## src/rtl/core/cdq_pkg.sv

```systemverilog
// package for the circular deque core: widths, operation and status codes
package cdq_pkg;

  localparam int DEPTH_DEF = 128;
  localparam int DATA_W    = 32;
  localparam int KIND_W    = 2;
  localparam int STATUS_W  = 2;
  localparam int OCC_W     = 8;

  typedef enum logic [KIND_W-1:0] {
    KIND_PUSH_FRONT = 2'd0,
    KIND_PUSH_REAR  = 2'd1,
    KIND_POP_FRONT  = 2'd2,
    KIND_POP_REAR   = 2'd3
  } kind_t;

  typedef enum logic [STATUS_W-1:0] {
    ST_DONE  = 2'd0,
    ST_FULL  = 2'd1,
    ST_EMPTY = 2'd2
  } status_t;

endpackage

```

## src/rtl/core/cdq_ring.sv

```systemverilog
// ring store of the deque: one write port, one registered read port
module cdq_ring #(
  parameter int DEPTH = cdq_pkg::DEPTH_DEF,
  localparam int IDX_W = (DEPTH > 1) ? $clog2(DEPTH) : 1
) (
  input  logic                      clk,
  input  logic                      wr_en,
  input  logic [IDX_W-1:0]          wr_addr,
  input  logic [cdq_pkg::DATA_W-1:0] wr_data,
  input  logic                      rd_en,
  input  logic [IDX_W-1:0]          rd_addr,
  output logic [cdq_pkg::DATA_W-1:0] rd_data
);

  logic [cdq_pkg::DATA_W-1:0] mem [DEPTH];
  logic [cdq_pkg::DATA_W-1:0] rd_data_r;

  always_ff @(posedge clk) begin
    if (wr_en) begin
      mem[wr_addr] <= wr_data;
    end
  end

  always_ff @(posedge clk) begin
    if (rd_en) begin
      rd_data_r <= mem[rd_addr];
    end
  end

  assign rd_data = rd_data_r;

endmodule

```

## config.mk

```make
export PLATFORM = sky130hd
export DESIGN_NAME = cdq_ring
export DESIGN_NICKNAME = d
export VERILOG_FILES = /design/src/rtl/core/cdq_pkg.sv /design/src/rtl/core/cdq_ring.sv
export SDC_FILE = /design/constraint.sdc
export NUM_CORES = 2
export LEC_CHECK = 0
export BUFFER_PORTS_ARGS = -buffer_cell sky130_fd_sc_hd__buf_2
export CORE_MARGIN = 5
export CORE_UTILIZATION = 35
export CTS_CLUSTER_DIAMETER = 40
export DETAILED_ROUTE_END_ITERATION = 10
export GPL_ROUTABILITY_DRIVEN = 0
export GPL_TIMING_DRIVEN = 1
export PLACE_DENSITY_LB_ADDON = 0.25
export SLEW_MARGIN = 20
export SYNTH_ARGS = -nofsm -noshare
export SYNTH_HDL_FRONTEND = slang
export SYNTH_SLANG_ARGS = --single-unit
```

## constraint.sdc

```tcl
create_clock -name clk -period 9 [get_ports clk]
set_clock_uncertainty 0.2 [all_clocks]
set_input_delay 1.8 -clock clk [delete_from_list [all_inputs] [get_ports clk]]
set_output_delay 1.8 -clock clk [all_outputs]
set_load 0.1 [all_outputs]
```

### Word-level counts from Yosys, hierarchy flattened

Memory sizes are Yosys's and may differ from the RTL's. A register that Yosys moved wholly into a read port is not among the register bits.
Index checks and enable logic that the tools add are counted.

* divide/modulo/power cells: 0
* $mul: 0
* reductions and logical operators: 0
* equality and inequality tests: 0
* muxes and demuxes: 2
* magnitude comparators: 0
* bitwise gates (word level): 0
* $add $sub $neg: 0
* shift operators: 0

Operator list (count)
* 2-to-1 mux 1 bit: 2

* register bits after elaboration: 0
* memories kept: 1
* output and inout port bits: 32
* bits in writable memories: 4096
* bits in latches: 0
* logic and storage cells: 3
* bits in read-only memories: 0
* bits of input ports: 49

Memories
* mem: depth 128, bits a word 32, read ports 1, clocked after Yosys merged registers in 1, wr ports 1, RTL line cdq_ring.sv:15 `logic [cdq_pkg::DATA_W-1:0] mem [DEPTH];`

### Logic depth before layout (Yosys ltp)

* word-level depth: 2
* mapped depth: 8
* mapped depth without buffers: 4

### Worst setup path after synthesis

Ideal clock, no wire load.

* path type: input -> register
* from: input port wr_en
* to: memory mem[98][0] (netlist name), enable pin
* setup time: 0.461 ns
* cell stages on the path: 3
* setup slack: 3.761 ns
* data arrival time: 4.578 ns
* path buffers: 1
* required time: 8.339 ns
* path through: clkbuf_1 nand4_1 nor3_1

* longest elaborated chain between the ends: 2

RTL lines
* from (decl): RTL line cdq_ring.sv:7 `input logic wr_en,`
* 2-to-1 mux 1 bit: RTL line cdq_ring.sv:19 `if (wr_en) begin`
* 2-to-1 mux 1 bit (implied by the code): RTL line cdq_ring.sv:20 `mem[wr_addr] <= wr_data;`
* to (decl): RTL line cdq_ring.sv:15

Every way passes these cells.

==> metrics.csv <==
metric,value,unit
vias in the first global route,73340,
Yosys top cell by area,edfxtp_1,
Comb pwr share,0.050,
Syn Area/Cell,26.1,um^2
die width,679,um
first-pass GRT wire length,618000,um
DR DRC count,0,
Startpoint Class,primary input,
PwrDens,241,nW/um^2
HPWL after DPL,241000,um
crit path DAT,5.55,ns
Synth Register Bits,4128,
worst-path maximum fanout,71,
Flop pwr share,0.481,
CTS Buf Count,520,
clock latency on the worst-skew pair,1.03,ns
total power,44300,uW
largest net degree at the start of global routing,103,
Final ANT Viol Nets,0,
H-tree Lvls,6,
number of vias per cell,5.56,
mean routed wirelength per cell,35.1,um
Required @ worst endpoint,9.55,ns
Clock Power Share,0.469,
fin nets,6550,
synth top area cells,"edfxtp_1 79%, mux4_2 19%, clkbuf_1 0.44%, nor2_1 0.29%, buf_2 0.25%",
synth warn,0,
Peak VDD IR,0.193,mV
Die Span Y,679,um
Leak Pwr,0.0559,uW
fin. max-slew vios,0,
DR vias,71611,
Detailed Routing Iterations Pass 1,6,
Worst setup EP type,flop,
number of antenna violations at the first check in global routing,59,
Mapped Area,157000,um^2
"Seq/Total Area, Yosys",0.792,
port buffer count,80,
setup bufs post-CTS,0,
Final Critical Period,5.00,ns
synth unique cells,16,
post-synth net total,6039,
min-delay worst type,in -> reg,
Root Driver,clkbuf_16,
CTS tree,yes,
global route overflow,0,
IO Pins,81,
slew margin rel.,0.215,
Starting Density,0.352,
FMAX,200,MHz
Area growth syn-to-layout,17.3,%
share of layout cells above drive strength 1,0.379,
row count,245,
clk buf depth,4,
max-cap violation count,0,
Clock transition at path regs,0.06,ns
switching portion of total power,0.222,
RSZ-0062 raised after global routing,no,
Switch Pwr,9840,uW
cts hold-fix bufs,0,
Tcrit/Tclk final,0.556,
Total Routed Length,452000,um
Core Area,445000,um^2
fillcell total,37988,
area occupied by registers,124000,um^2
Final Hold Fails,0,
Die ar.,461000,um^2
CTS resizes,0,
Slew @ Worst Pin,1.18,ns
Int Power,34500,uW
status,"finished, final reports clean",
multi-input gate area in the final layout,32300,um^2
setup violators final,0,
Final TNS setup,0,ns
total track usage,0.193,
Crit Path Class,in -> reg,
clock sinks,4128,
top cell type's share of synthesized area,0.792,
Post-Syn Instances,5990,
starting DRC count in detailed routing,9382,
## kinds of logic (layout without fill, tap and decap cells)
logic type,after synthesis,count (layout),synth area share
buffers and inverters,316,1235,0.00837
DFF,4128,4128,0.792
muxes,1376,1376,0.196
other,0,33,0
and+or+nand+nor,170,170,0.00445
## placed cells by master, fill, tap and decap left out, drive strengths merged, types with 32 or more instances in the layout
cell / netlist / routed
mux2: 32 / 32
inv: 0 / 61
clkinvlp: 0 / 54
mux4: 1344 / 1344
clkinv: 0 / 178
buf: 134 / 305
bufinv: 0 / 56
nor2: 122 / 122
clkbuf: 182 / 581
edfxtp: 4128 / 4128
diode: 0 / 33
## metrics by stage
step | std cells | cell area (um^2) | hold slack, ns | utilization | worst slack, ns
2_1_floorplan | 5990 | 157000 | 0.949 | - | 3.76
3_3_place_gp | 11905 | 166000 | 1.02 | 0.373 | 2.95
3_5_place_dp | 11905 | 166000 | 1.01 | 0.373 | 2.94
4_1_cts | 12835 | 184000 | 0.938 | 0.412 | 4.03
5_1_grt | 12849 | 184000 | 0.981 | 0.412 | 3.87
6_report | 12870 | 184000 | 1.01 | 0.412 | 4.00
## flip-flops by register name, indices dropped and copies added (netlist names)
signal,cells
rd_data,32
mem,4096
## path summary, 6_finish.rpt
check | startpoint | endpoint | slack, ns | depth (start not counted)
worst min-delay path | wr_data[22] | mem[91][22] | 1.01 | 1
worst max-delay path | rd_addr[0] | rd_data[19] | 4.00 | 6
worst min register to register | mem[122][8] | rd_data[8] | 1.02 | 4
worst max register to register | mem[79][25] | rd_data[25] | 6.00 | 4
## layer usage
metal | share of wire | vias up | wire length [um] | track usage
met5 | 0.00027 | - | 120 | 0
met4 | 0.031 | 18 | 13800 | 0.0580
met3 | 0.073 | 632 | 33100 | 0.0312
met2 | 0.49 | 2992 | 222000 | 0.316
met1 | 0.40 | 40330 | 183000 | 0.268
li1 | - | 27639 | - | -
## cell usage after synthesis (all sizes together)
library cell  count
buf             134
clkbuf          182
edfxtp         4128
mux2             32
mux4           1344
nand2            14
nand2b            2
nand3            12
nand4             3
nor2            122
nor2b             7
nor3              9
or3               1
## layout make-up
class | count | area share
clock inverters | 349 | 0.0219
flip-flops and latches | 4128 | 0.675
repair buffers | 305 | 0.0139
well taps | 5928 | 0.0404
multi-input cells | 1546 | 0.176
diodes | 33 | 0.000450
clock buffers | 581 | 0.0727
## critical path: stages
cell    delay [ns]
buf_12        0.54
buf_4         0.83
mux4_2        0.61
mux4_2        0.54
mux4_2        0.71
mux2_2        0.35
## power by group through the flow
stage | logic (uW) | registers (uW) | clock network [uW]
2_1_floorplan | 1020 | 21800 | 0
3_3_place_gp | 2220 | 21700 | 0
3_5_place_dp | 2250 | 21700 | 0
4_1_cts | 2250 | 21300 | 21200
5_1_grt | 2300 | 21300 | 22100
6_report | 2210 | 21300 | 20800
Power figures use the tool's default switching activity.
